--- src/fsa_pkg.sv ---
// fsa_pkg: opcodes, status codes, port widths and RAM control type
// for the free list slot allocator. No dependencies.
package fsa_pkg;

  localparam int OPCODE_W   = 2;
  localparam int INDEX_W    = 12;
  localparam int STATUS_W   = 2;
  localparam int SLOT_OUT_W = 10;
  localparam int PORT_PAY_W = 32;

  localparam logic [OPCODE_W-1:0] OP_ALLOC   = 2'd0;
  localparam logic [OPCODE_W-1:0] OP_RELEASE = 2'd1;
  localparam logic [OPCODE_W-1:0] OP_READ    = 2'd2;
  localparam logic [OPCODE_W-1:0] OP_NOP     = 2'd3;

  localparam logic [STATUS_W-1:0] ST_OK    = 2'd0;
  localparam logic [STATUS_W-1:0] ST_FULL  = 2'd1;
  localparam logic [STATUS_W-1:0] ST_RANGE = 2'd2;
  localparam logic [STATUS_W-1:0] ST_FREE  = 2'd3;

  typedef struct packed {
    logic rd_en;
    logic wr_en;
  } ram_ctl_t;

endpackage

--- src/fsa_ram.sv ---
// fsa_ram: simple dual-port synchronous RAM with registered read.
// Depends on fsa_pkg for the control struct.
module fsa_ram #(
  parameter int W = 8,
  parameter int D = 16
) (
  input  logic                 clk,
  input  fsa_pkg::ram_ctl_t    ctl,
  input  logic [$clog2(D)-1:0] rd_addr,
  input  logic [$clog2(D)-1:0] wr_addr,
  input  logic [W-1:0]         wr_data,
  output logic [W-1:0]         rd_data
);
  import fsa_pkg::*;

  logic [W-1:0] mem [D];
  logic [W-1:0] rd_data_r;

  always_ff @(posedge clk) begin
    if (ctl.wr_en) begin
      mem[wr_addr] <= wr_data;
    end
  end

  always_ff @(posedge clk) begin
    if (ctl.rd_en) begin
      rd_data_r <= mem[rd_addr];
    end
  end

  assign rd_data = rd_data_r;

endmodule

--- config.mk ---
export PLATFORM = sky130hd
export DESIGN_NAME = fsa_ram
export DESIGN_NICKNAME = d
export VERILOG_FILES = /design/src/fsa_pkg.sv /design/src/fsa_ram.sv
export SDC_FILE = /design/constraint.sdc
export NUM_CORES = 1
export LEC_CHECK = 0
export BUFFER_PORTS_ARGS = -buffer_cell sky130_fd_sc_hd__clkbuf_2
export CAP_MARGIN = 20
export CORE_ASPECT_RATIO = 0.5
export CORE_MARGIN = 2
export CORE_UTILIZATION = 57
export CTS_CLUSTER_DIAMETER = 80
export DETAILED_ROUTE_END_ITERATION = 8
export PLACE_DENSITY_LB_ADDON = 0.12
export RECOVER_POWER = 25
export SKIP_CTS_REPAIR_TIMING = 1
export SYNTH_ARGS = -nofsm -noshare
export SYNTH_HDL_FRONTEND = slang
export SYNTH_SLANG_ARGS = --single-unit
--- constraint.sdc ---
create_clock -name clk -period 3.7 [get_ports clk]
set_input_delay 0.37 -clock clk [delete_from_list [all_inputs] [get_ports clk]]
set_output_delay 0.37 -clock clk [all_outputs]
set_load 0.05 [all_outputs]
==> results by stage <==
Run status:
- The run finished with clean final reports.

Die:
- The floorplan core area is 0.00880 mm².
- For this design the top-level I/O count stands at 27.
- The initial utilization of the core area, before any placement, comes to about three fifths.
- The floorplan has 24 rows.
- The die area is ~0.010 mm².
- In this run the horizontal extent of the chip is 139 µm.
- The die is approximately 72 µm tall.

Timing:
- Setup violations remaining at the end of the flow were counted as 0.
- The highest clock frequency the design can meet is 507 MHz.
- Dividing the final minimum period by the clock period gives a little over half.
- The final count of pins violating max slew is 0.
- The headroom to the max-slew limit is about a third.
- After layout, the minimum clock period comes to 1.97 ns.
- The number of endpoints with negative hold slack in the final report was 0.
- The clock tree skew after final layout is around 0.0061 ns.
- Setup repair after global routing left no endpoint under its margin.
- The total negative setup slack is 0 ns.
- The worst-margin pin slew is 0.978 ns.

Place:
- The total placed cells including tap cells is between 300 and 400.
- Summing all placed instances gives a cell area of 0.00545 mm².
- Detailed placement ended at an HPWL of 6350 µm.
- The congestion estimate from routability-driven global placement came to between 0.7 and 0.8.
- Port buffering added 26 buffers.

Drt:
- The length of routed met2 wiring is approximately 4500 µm.
- The highest metal layer used by the detailed router is met4.
- The average wire per standard cell is ~26 µm.
- The routed length on met3 is ~1100 µm.
- The detailed-routing iteration count for the pre-antenna-repair pass is 4.
- Detailed routing inserted a total of around 2400 vias.
- The starting DRC count in detailed routing is between 200 and 250.
- After detailed routing, the number of remaining DRC violations is 0.
- After detailed routing, the total wire length is 10100 µm.
- The remaining antenna violation count after routing is 0.
- In the final routing, the length of wire on met1 measures roughly 4400 µm.
- After detailed routing, the number of vias per cell comes to between 6 and 7.

Pwr:
- The total power per unit cell area is around 560 mW/mm².
- VDD sags by at most around 0.00035 V.
- For this design the static power due to leakage is about 2.0 nW.

Global route:
- The initial antenna violation count was 0.
- The via count of the first global-routing pass is 2480.
- The global route total overflow is 0.
- Entering global routing, the biggest net connects 33 pins.
- The global-route wire length before repair is between 15000 and 20000 µm.
- The global routing usage summed across all routing layers is 22.5%.

Setup path:
- By startpoint and endpoint, the worst setup path is classified as in -> reg.
- The stage delay of the slowest cell on the critical path is between 0.6 and 0.7 ns.
- The nature of the critical path endpoint is a register.
- The number of buffer and inverter stages on the critical path is 2.
- For the worst setup path, the data arrival time is about 2.1 ns.
- The signal on the critical path passes through clkbuf_2, buf_4, mux4_1, a22oi_1, nand2_1.
- On the critical path, the stage with the largest delay is an instance of mux4_1.
- The worst setup path is launched from an input pin.
- At the worst endpoint, the required time is approximately 3.8 ns.
- The top fanout value on the critical path is 32.
- In this design, the largest share of critical-path delay is due to multiplexers.

Yosys:
- Yosys printed 0 warnings.
- The synthesized netlist occupies a cell area of ~0.0052 mm².
- The number of nets in the synthesized netlist is roughly 250.
- The synthesized design devotes to its leading area cell type about four fifths of total area.
- The share of the yosys chip area belonging to registers is 78.1%.
- Of all cell types, the one taking the most synthesized area is edfxtp_1.
- Yosys attributes the largest share of cell area to edfxtp_1 78%, mux4_2 7.8%, mux4_1 7.0%.
- The register bit count reported by yosys is between 100 and 150.
- The number of cells produced by synthesis is ~230.
- The count of distinct cell types in the synthesized netlist is 18.
- The average footprint of a synthesized cell is 22.8 µm².

Hold path:
- The path class of the lowest-slack min-delay path is in -> reg.

Final layout:
- The final net count is 287.
- Counting the fill cells in the layout gives approximately 570.
- The finished layout holds approximately 400 standard cells, fillers aside.
- The proportion of layout cells with a drive suffix above 1 is a little under a quarter.
- The synthesis-to-finish area growth is 13.1%.
- The design area is 0.00591 mm².
- The total inserted antenna cells is 0.

CTS:
- In this run, CTS created clock tree buffers numbering 17.
- The source-to-sink clock delay at the later pin of the worst-skew pair is about 0.4 ns.
- The number of H-tree branching levels is 4.
- The clock transition at the register clock pins on the worst setup and hold paths after CTS is 0.05 ns.
- The CTS tree is done.
- The deepest clock path buffer count is 2.
- The root buffer cell is clkbuf_16.
- The number of sinks driven by the clock tree is roughly 140.

Flow run:
- The max-cap violation count is 0.
## layout make-up
cell class | instances | area [µm²] | share of cell area (%)
sequential | 136 | 4080 | 69.1
timing repair buffer | 30 | 153 | 2.58
clock inverter | 9 | 40.0 | 0.677
multi-input combinational | 83 | 1060 | 18.0
clock buffer | 18 | 429 | 7.26
tap | 117 | 146 | 2.48
## power breakdown
part           internal [W]  switching [W]
Sequential          0.00174      0.0000110
Combinational     0.0000600       0.000118
Clock              0.000817       0.000546
## cells in the final DEF, fill, tap and decap left out
cell,n
a22oi_1,16
and2_1,1
and2b_1,1
buf_4,4
clkbuf_1,7
clkbuf_16,17
clkbuf_2,20
clkinv_1,4
clkinv_2,5
edfxtp_1,136
mux4_1,14
mux4_2,18
nand2_1,9
nand2b_1,2
nand3_1,1
nand3b_1,2
nor2_1,13
nor2b_1,1
nor3_1,3
nor3_2,1
or3b_2,1
## kinds of logic (layout without fill, tap and decap cells)
| family | count (synthesis) | in the layout | share of synthesized area [%] |
|---|---|---|---|
| multiplexers | 32 | 32 | 14.8 |
| flip-flops | 136 | 136 | 78.1 |
| AND/OR/NAND/NOR | 35 | 35 | 3.14 |
| AO/OA/AOI/OAI | 16 | 16 | 2.30 |
| buffers and inverters | 10 | 57 | 1.65 |
## cells in the mapped netlist, drive strengths merged
cell and n:
edfxtp 136, mux4 32, a22oi 16, nor2 13
nand2 9, buf 7, nor3 4, clkdlybuf4s25 3
nand2b 2, nand3b 2, and2 1, and2b 1
nand3 1, nor2b 1, or3b 1
## path summary, 6_finish.rpt
| check | startpoint | to | slack (ns) | cells after the start |
|---|---|---|---|---|
| setup / recovery | rd_addr[0] | rd_data[4] | 1.73 | 5 |
| hold / removal | ctl[1] | rd_data[3] | 0.41 | 1 |
| setup reg to reg | mem[8][4] | rd_data[4] | 2.04 | 3 |
| hold reg to reg | mem[8][5] | rd_data[5] | 0.77 | 3 |
## registers in the layout (all words and copies together) (netlist names)
name,count
mem,128
rd_data,8
## through the flow
step	setup WS [ns]	total power, W	util [%]	hold slack (ns)
after floorplan	1.84	0.00189	-	0.469
after global placement	1.33	0.00195	62.0	0.734
after detailed placement	1.33	0.00196	62.0	0.747
after CTS	1.76	0.00331	67.3	0.389
after global routing	1.66	0.00339	67.2	0.395
final	1.73	0.00329	67.2	0.405
## routing by layer
metal  GRT usage, %  vias to the layer above
met5              0                        -
met2           30.9                      103
met4           7.52                        0
li1               -                     1055
met3           7.35                        8
met1           34.5                     1277
No activity file was read; power rests on OpenSTA's default activity.
