`src/fsa_pkg.sv`:
```
// fsa_pkg: opcodes, status codes, port widths and RAM control type
// for the free list slot allocator. No dependencies.
package fsa_pkg;

  localparam int OPCODE_W   = 2;
  localparam int INDEX_W    = 12;
  localparam int STATUS_W   = 2;
  localparam int SLOT_OUT_W = 10;
  localparam int PORT_PAY_W = 32;

  localparam logic [OPCODE_W-1:0] OP_ALLOC   = 2'd0;
  localparam logic [OPCODE_W-1:0] OP_RELEASE = 2'd1;
  localparam logic [OPCODE_W-1:0] OP_READ    = 2'd2;
  localparam logic [OPCODE_W-1:0] OP_NOP     = 2'd3;

  localparam logic [STATUS_W-1:0] ST_OK    = 2'd0;
  localparam logic [STATUS_W-1:0] ST_FULL  = 2'd1;
  localparam logic [STATUS_W-1:0] ST_RANGE = 2'd2;
  localparam logic [STATUS_W-1:0] ST_FREE  = 2'd3;

  typedef struct packed {
    logic rd_en;
    logic wr_en;
  } ram_ctl_t;

endpackage

```
`src/fsa_ctrl.sv`:
```
// fsa_ctrl: two-state sequencer, free head and watermark registers,
// read-modify-write of the slot RAMs and the result register. Uses fsa_pkg.
module fsa_ctrl #(
  parameter int SLOTS        = 1024,
  parameter int PAYLOAD_BITS = 32
) (
  input  logic                                clk,
  input  logic                                rst_n,
  input  logic                                start,
  output logic                                busy,
  input  logic [fsa_pkg::OPCODE_W-1:0]        in_opcode,
  input  logic [fsa_pkg::INDEX_W-1:0]         in_slot_index,
  input  logic [fsa_pkg::PORT_PAY_W-1:0]      in_payload_in,
  output fsa_pkg::ram_ctl_t                   st_ctl,
  output logic [$clog2(SLOTS)-1:0]            st_rd_addr,
  output logic [$clog2(SLOTS)-1:0]            wr_addr,
  output logic [$clog2(SLOTS+1):0]            st_wr_data,
  input  logic [$clog2(SLOTS+1):0]            st_rd_data,
  output fsa_pkg::ram_ctl_t                   pay_ctl,
  output logic [$clog2(SLOTS)-1:0]            pay_rd_addr,
  output logic [PAYLOAD_BITS-1:0]             pay_wr_data,
  input  logic [PAYLOAD_BITS-1:0]             pay_rd_data,
  output logic                                out_strobe,
  output logic [fsa_pkg::STATUS_W-1:0]        out_status,
  output logic [fsa_pkg::SLOT_OUT_W-1:0]      out_slot_out,
  output logic [fsa_pkg::PORT_PAY_W-1:0]      out_payload_out,
  output logic                                out_occupied_out
);
  import fsa_pkg::*;

  localparam int IW = $clog2(SLOTS);
  localparam int HW = $clog2(SLOTS + 1);

  localparam logic S_IDLE = 1'b0;
  localparam logic S_EXEC = 1'b1;

  logic                  state_r, state_nxt;
  logic [HW-1:0]         head_r, head_nxt;
  logic [HW-1:0]         wm_r, wm_nxt;
  logic [OPCODE_W-1:0]   op_r;
  logic [INDEX_W-1:0]    idx_r;
  logic [PORT_PAY_W-1:0] data_r;
  logic                  accept;

  logic                  st_we, pay_we;
  logic [STATUS_W-1:0]   status_nxt;
  logic [SLOT_OUT_W-1:0] slot_nxt;
  logic [PORT_PAY_W-1:0] pay_nxt;
  logic                  occ_nxt;
  logic                  idx_bad, idx_touched, occ_rd;

  logic                  strobe_r;
  logic [STATUS_W-1:0]   status_r;
  logic [SLOT_OUT_W-1:0] slot_r;
  logic [PORT_PAY_W-1:0] pay_r;
  logic                  occ_r;

  assign busy   = (state_r == S_EXEC);
  assign accept = start && (state_r == S_IDLE);

  // reads issue at the transfer edge, writes land in the execute cycle
  assign st_rd_addr  = (in_opcode == OP_ALLOC) ? IW'(head_r) : IW'(in_slot_index);
  assign pay_rd_addr = IW'(in_slot_index);
  assign st_ctl      = '{rd_en: accept, wr_en: st_we};
  assign pay_ctl     = '{rd_en: accept, wr_en: pay_we};
  assign wr_addr     = (op_r == OP_ALLOC) ? IW'(head_r) : IW'(idx_r);
  assign pay_wr_data = PAYLOAD_BITS'(data_r);

  assign idx_bad     = (32'(idx_r) >= 32'(SLOTS));
  assign idx_touched = (32'(idx_r) < 32'(wm_r));
  assign occ_rd      = idx_touched && st_rd_data[HW];

  assign state_nxt = accept ? S_EXEC : S_IDLE;

  always_comb begin
    head_nxt   = head_r;
    wm_nxt     = wm_r;
    st_we      = 1'b0;
    pay_we     = 1'b0;
    st_wr_data = {1'b1, st_rd_data[HW-1:0]};
    status_nxt = ST_OK;
    slot_nxt   = '0;
    pay_nxt    = '0;
    occ_nxt    = 1'b0;
    if (state_r == S_EXEC) begin
      case (op_r)
        OP_ALLOC: begin
          if (head_r >= HW'(SLOTS)) begin
            status_nxt = ST_FULL;
          end else begin
            if (head_r >= wm_r) begin
              head_nxt = head_r + 1'b1;
              wm_nxt   = head_r + 1'b1;
            end else begin
              head_nxt = st_rd_data[HW-1:0];
            end
            st_we    = 1'b1;
            pay_we   = 1'b1;
            slot_nxt = SLOT_OUT_W'(head_r);
          end
        end
        OP_RELEASE: begin
          if (idx_bad) begin
            status_nxt = ST_RANGE;
          end else if (!occ_rd) begin
            status_nxt = ST_FREE;
            slot_nxt   = SLOT_OUT_W'(idx_r);
          end else begin
            st_we      = 1'b1;
            st_wr_data = {1'b0, head_r};
            head_nxt   = HW'(idx_r);
            slot_nxt   = SLOT_OUT_W'(idx_r);
          end
        end
        OP_READ: begin
          if (idx_bad) begin
            status_nxt = ST_RANGE;
          end else begin
            slot_nxt = SLOT_OUT_W'(idx_r);
            pay_nxt  = idx_touched ? PORT_PAY_W'(pay_rd_data) : '0;
            occ_nxt  = occ_rd;
          end
        end
        default: begin
          status_nxt = ST_OK;
        end
      endcase
    end
  end

  always_ff @(posedge clk) begin
    if (!rst_n) begin
      state_r  <= S_IDLE;
      head_r   <= '0;
      wm_r     <= '0;
      strobe_r <= 1'b0;
    end else begin
      state_r  <= state_nxt;
      head_r   <= head_nxt;
      wm_r     <= wm_nxt;
      strobe_r <= (state_r == S_EXEC);
    end
  end

  always_ff @(posedge clk) begin
    if (accept) begin
      op_r   <= in_opcode;
      idx_r  <= in_slot_index;
      data_r <= in_payload_in;
    end
    if (state_r == S_EXEC) begin
      status_r <= status_nxt;
      slot_r   <= slot_nxt;
      pay_r    <= pay_nxt;
      occ_r    <= occ_nxt;
    end
  end

  assign out_strobe       = strobe_r;
  assign out_status       = status_r;
  assign out_slot_out     = slot_r;
  assign out_payload_out  = pay_r;
  assign out_occupied_out = occ_r;

endmodule

```
`config.mk`:
```
export PLATFORM = sky130hd
export DESIGN_NAME = fsa_ctrl
export DESIGN_NICKNAME = d
export VERILOG_FILES = /design/src/fsa_pkg.sv /design/src/fsa_ctrl.sv
export SDC_FILE = /design/constraint.sdc
export NUM_CORES = 1
export LEC_CHECK = 0
export BUFFER_PORTS_ARGS = -buffer_cell sky130_fd_sc_hd__buf_2
export CAP_MARGIN = 20
export CORE_MARGIN = 3
export CORE_UTILIZATION = 49
export CTS_CLUSTER_DIAMETER = 40
export DETAILED_ROUTE_END_ITERATION = 10
export PLACE_DENSITY = 0.82
export SYNTH_ARGS = -nofsm -noshare
export SYNTH_HDL_FRONTEND = slang
export SYNTH_SLANG_ARGS = --single-unit
```
`constraint.sdc`:
```
create_clock -name clk -period 5.19 [get_ports clk]
set_input_delay 0.519 -clock clk [delete_from_list [all_inputs] [get_ports clk]]
set_output_delay 0.519 -clock clk [all_outputs]
set_load 0.01 [all_outputs]
```
==> impl_metrics.csv, run 1 <==
group,metric,value,unit
floorplan,start_util,0.5087,
cells_and_area,regArea,3214,um2
yosys,synth_edf_count,91,
clocking,htree_levels,4,
clocking,post-cts-setup-buffers,0,
global_routing,grt_usage,0.2408,
cells_and_area,area_growth,30.88,%
critical_path,crit_required,4670,ps
hold_path,min_from,"in_payload_in[24]",
clocking,cts_sinks,115,
critical_path,endpoint,"st_wr_data[2]",
yosys,async_flop_share,0,
floorplan,rows,38,
sta,max_slew_margin,0.3031,
global_routing,antenna_found_initial,0,
sta,finalCriticalPeriod,3560,ps
sta,tns,0,ps
clocking,root_buffer,"clkbuf_16",
power_and_ir_drop,leakage,3.137,nW
critical_path,crit_path_start_kind,"flip-flop",
drt,wire_per_inst,19.38,um
power_and_ir_drop,p_per_area,354.6,nW/um2
drt,drc,0,
yosys,yosys.area.top_type,"edfxtp_1",
sta,hold_viol,0,
clocking,cts_buffers,17,
cells_and_area,nFillCells,837,
drt,drt_iter0_markers,343,
floorplan,ios,218,
yosys,synthTopCellsByArea,"edfxtp_1 (49%), dfxtp_1 (8.6%), ha_1 (6.0%)",
critical_path,reg2reg_depth,8,
sta,fin_crit_sh,0.6860,
global_routing,grt_pass1_wl,23470,um
clocking,clk_latency,400,ps
critical_path,rrSetupSlack,2250,ps
yosys,yosysTopAreaCellShare,0.4891,
hold_path,worstHoldPathType,"input port to flip-flop",
clocking,path_clk_slew,60,ps
sta,fin_skew,11.11,ps
cells_and_area,drive_above_1_share,0.4335,
critical_path,cp_max_fo,13,
drt,drtAntennaViolNets,0,
yosys,synth_fp_nets,569,
placed_design,place.gp.congestion,0.8642,
drt,routed_wl,15540,um
yosys,ys_ff_latch,115,
floorplan,core_area,10980,um2
global_routing,grt_pass1_vias,4350,
cells_and_area,multi_input_area,2088,um2
cells_and_area,final_common_cell,"buf_2",
drt,viasPerCell,5.501,
flow_run,max_cap_violations,0,
critical_path,r2r-end,"head_r[9]",
yosys,syn_avg_cell_area,12.44,um2
floorplan,fp.dieW,112.8,um
critical_path,r2r-start,"head_r[0]",
power_and_ir_drop,peakVddDrop,0.2550,mV
sta,holdWs,290.8,ps
yosys,ys.flop_type,"edfxtp_1",
floorplan,dieArea,12720,um2
clocking,cts_hold_buf,0,
sta,drv_slew,0,
yosys,seq_area_frac_synth,0.5751,
cells_and_area,nets,770,
critical_path,worstSetupEndpointType,"primary output",
global_routing,gr-total-overflow,0,
drt,firstDrtPassIters,5,
critical_path,critical_path_arrival,3040,ps
yosys,synth_area,5587,um2
cells_and_area,layout_common_cells,"buf_2 (217), edfxtp_1 (91), and2_1 (36)",
yosys,syn_inst,449,
status,outcome,"finished, final reports clean",
sta,worst-slew-pin-transition,1041,ps
clocking,clock_path_buffers,2,
clocking,cts_tree,"yes",
clocking,post_cts_resized,0,
cells_and_area,num_antenna_cells,0,
yosys,synth.distinct_cells,55,
placed_design,portBuffers,217,
yosys,synth_warnings,0,
global_routing,grt_max_degree,33,
placed_design,hpwl,11620,um
floorplan,die_y,112.8,um
sta,setup_violations,0,
sta,grt_setup_unrepaired,"no",
drt,via_count,4412,
critical_path,startpoint,"idx_r[9]",
critical_path,crit_type,"flip-flop to primary output",
sta,fmax,0.2809,GHz
cell usage after synthesis (9+ instances only):
cell type,number
and2_1,36
a211oi_1,9
edfxtp_1,91
ha_1,27
nand2_1,15
clkbuf_1,19
a21oi_1,12
buf_4,14
dfxtp_1,24
inv_1,21
a22oi_1,10
nand3_1,11
mux2_2,18
nor2_1,30
layout make-up:
class                           instances  area share
Multi-Input combinational cell        273      0.2856
Clock inverter                         14     0.02875
Clock buffer                           17     0.05818
Timing Repair Buffer                  221      0.1526
Inverter                               22     0.01129
Tap cell                              140     0.02396
Sequential cell                       115      0.4396
worst max-delay path, cell delays in order, from the launching register on:
cell,delay (ps)
edfxtp_1,450
ha_1,350
nand4b_2,150
nor3_1,290
o31ai_2,160
nand3_4,160
or2_1,550
mux2_1,380
buf_2,140
worst min path at each step:
stage	to	slack, ps	cells after the start
final	pay_wr_data[24]	290	1
after global routing	pay_wr_data[27]	270	1
after CTS	pay_wr_data[24]	270	1
after detailed placement	wm_r[5]	490	2
after global placement	wm_r[1]	480	2
after floorplan	wm_r[10]	460	2
flip-flops by register name, indices dropped and copies added (netlist names):
signal and flops:
pay_wr_data 32, head_r 11, out_payload_out 32, out_strobe 1, out_slot_out 10, busy 1
out_occupied_out 1, wm_r 11, idx_r 12, out_status 2, op_r 2
where the power goes:
group / internal (W) / switching (W) / leakage, nW / total (W)
clock network: 0.000847 / 0.000416 / 0.297 / 0.00126
registers: 0.00104 / 0.0000259 / 1.08 / 0.00106
logic: 0.000112 / 0.000155 / 1.76 / 0.000268
per-layer routing:
layer | vias up | GRT usage | wire [um]
met2 | 241 | 0.3981 | 7748
met1 | 2093 | 0.3036 | 6206
li1 | 2046 | - | -
met3 | 32 | 0.05989 | 1188
met4 | 0 | 0.09936 | 395
met5 | - | 0 | 0
kinds of logic after synthesis:
kind of cell             count (synthesis)  synth area share
flip-flops                             115            0.5751
XOR/XNOR                                 9           0.01411
multiplexers                            36           0.07637
adder cells (fa/ha/maj)                 27           0.06047
AND/OR/NAND/NOR                        127            0.1223
AO/OA/AOI/OAI                           74           0.09922
buffers and inverters                   61           0.05241
through the flow:
| step | utilization | worst slack (ps) | power [W] | instances | cell area (um2) |
|---|---|---|---|---|---|
| 2_1_floorplan | - | 1070 | 0.001231 | 449 | 5587 |
| 3_3_place_gp | 0.6079 | 2188 | 0.001336 | 771 | 6676 |
| 3_5_place_dp | 0.6079 | 2073 | 0.001345 | 771 | 6676 |
| 4_1_cts | 0.6658 | 1615 | 0.002607 | 802 | 7312 |
| 5_1_grt | 0.6658 | 1401 | 0.002676 | 802 | 7312 |
| 6_report | 0.6658 | 1630 | 0.002593 | 802 | 7312 |
Power figures use the tool's default switching activity.
==> run 2, diff against run 1 <==
Clock period 5.19 ns to 3.6 ns, I/O delays scaled along.
==> impl_metrics.csv, run 2 (synthesis results as in run 1) <==
group,metric,value,unit
global_routing,grt_pass1_wl,23970,um
clocking,cts_hold_buf,0,
critical_path,slowest_delay,560,ps
global_routing,gr-total-overflow,0,
cells_and_area,nets,773,
global_routing,antenna_found_initial,0,
drt,routed_wl,15640,um
drt,drc,0,
cells_and_area,num_antenna_cells,0,
clocking,post-cts-setup-buffers,0,
cells_and_area,final_common_cell,"buf_2",
critical_path,crit_required,3240,ps
floorplan,ios,218,
sta,setup_violations,0,
power_and_ir_drop,total_power,0.003607,W
global_routing,grt_max_degree,48,
floorplan,start_util,0.5087,
floorplan,fp.dieW,112.8,um
critical_path,critPathSlowestCell,"or2_1",
placed_design,dp.cells,774,
critical_path,crit_path_start_kind,"flip-flop",
power_and_ir_drop,peakVddDrop,0.3746,mV
cells_and_area,multi_input_area,2088,um2
flow_run,max_cap_violations,0,
clocking,root_buffer,"clkbuf_16",
power_and_ir_drop,p_per_area,494.9,nW/um2
sta,finalCriticalPeriod,3450,ps
critical_path,critical_path_arrival,3090,ps
drt,wire_per_inst,19.43,um
sta,fin_skew,13.34,ps
cells_and_area,area_growth,30.46,%
placed_design,place.gp.congestion,0.8944,
clocking,cts_sinks,115,
clocking,post_cts_resized,0,
power_and_ir_drop,leakage,3.143,nW
sta,hold_viol,0,
floorplan,dieArea,12720,um2
floorplan,die_y,112.8,um
sta,grt_setup_unrepaired,"no",
hold_path,holdPathStages,1,
global_routing,grt_usage,0.2422,
sta,fin_crit_sh,0.9584,
global_routing,grt_pass1_vias,4420,
cells_and_area,drive_above_1_share,0.4361,
cells_and_area,layout_common_cells,"buf_2 (217), edfxtp_1 (91), and2_1 (36)",
clocking,clk_latency,400,ps
clocking,htree_levels,4,
critical_path,reg2reg_depth,7,
critical_path,worstSetupEndpointType,"primary output",
sta,max_slew_margin,0.2982,
clocking,cts_buffers,17,
drt,drtAntennaViolNets,0,
clocking,path_clk_slew,60,ps
cells_and_area,regArea,3214,um2
sta,worst-slew-pin-transition,1049,ps
sta,fmax,0.2898,GHz
clocking,cts_tree,"yes",
placed_design,portBuffers,217,
sta,tns,0,ps
sta,drv_slew,0,
status,outcome,"finished, final reports clean",
critical_path,cp_max_fo,13,
floorplan,core_area,10980,um2
drt,drt_iter0_markers,376,
clocking,clock_path_buffers,2,
drt,viasPerCell,5.478,
drt,firstDrtPassIters,5,
cells_and_area,nFillCells,852,
critical_path,crit_path_cell_trace,"ha_1 > nand4b_2 > nor3_1 > o31ai_2 > nand3_4 > or2_1 > mux2_1 > buf_2",
placed_design,hpwl,11680,um
drt,via_count,4410,
cells_and_area,final_util,0.6636,
critical_path,crit_type,"flip-flop to primary output",
cells_and_area,finalNonFillerCells,805,
floorplan,rows,38,
hold_path,worstHoldPathType,"input port to flip-flop",
run 2: cell type report:
class                      instances  share of cell area
clock buffer                      18             0.05888
tap                              140             0.02403
inverter                          22             0.01133
clock inverter                    13             0.02197
sequential                       115              0.4410
multi-input combinational        273              0.2865
timing repair buffer             224              0.1562
run 2: worst paths after layout:
path / slack, ps / start / endpoint
hold reg to reg: 500 / wm_r[9] / wm_r[9]
setup reg to reg: 860 / head_r[2] / head_r[8]
hold / removal: 130 / in_payload_in[25] / pay_wr_data[25]
setup / recovery: 150 / idx_r[9] / st_wr_data[0]
run 2: stage by stage:
stage | setup slack, ps | hold slack [ps] | instance area, um2
after floorplan | 35.94 | 458.9 | 5588
after CTS | 167.7 | 120.9 | 7288
after detailed placement | 617.9 | 492.7 | 6699
after global routing | 10.14 | 121.2 | 7288
final | 149.7 | 133.8 | 7288
after global placement | 733.1 | 476.6 | 6699
run 2: report_power, final:
part	internal [W]	switching [W]	leakage [nW]
Combinational	0.000168	0.000233	1.77
Sequential	0.00149	0.0000314	1.08
Clock	0.00109	0.000597	0.288
run 2: routing by layer:
layer	wire length, um	GRT usage	part of all wire
met5	0	0	0
met4	327	0.08253	0.021
met3	1249	0.06150	0.080
met2	7837	0.3989	0.50
met1	6225	0.3133	0.40
run 2: worst max-delay path: cells and delay by family, from the launching register on:
family          cells  cell delay, ps
compound gates      1             170
simple gates        4            1190
fa+ha+maj           1             360
mux                 1             370
buf+inv             1             140
flops               1             450
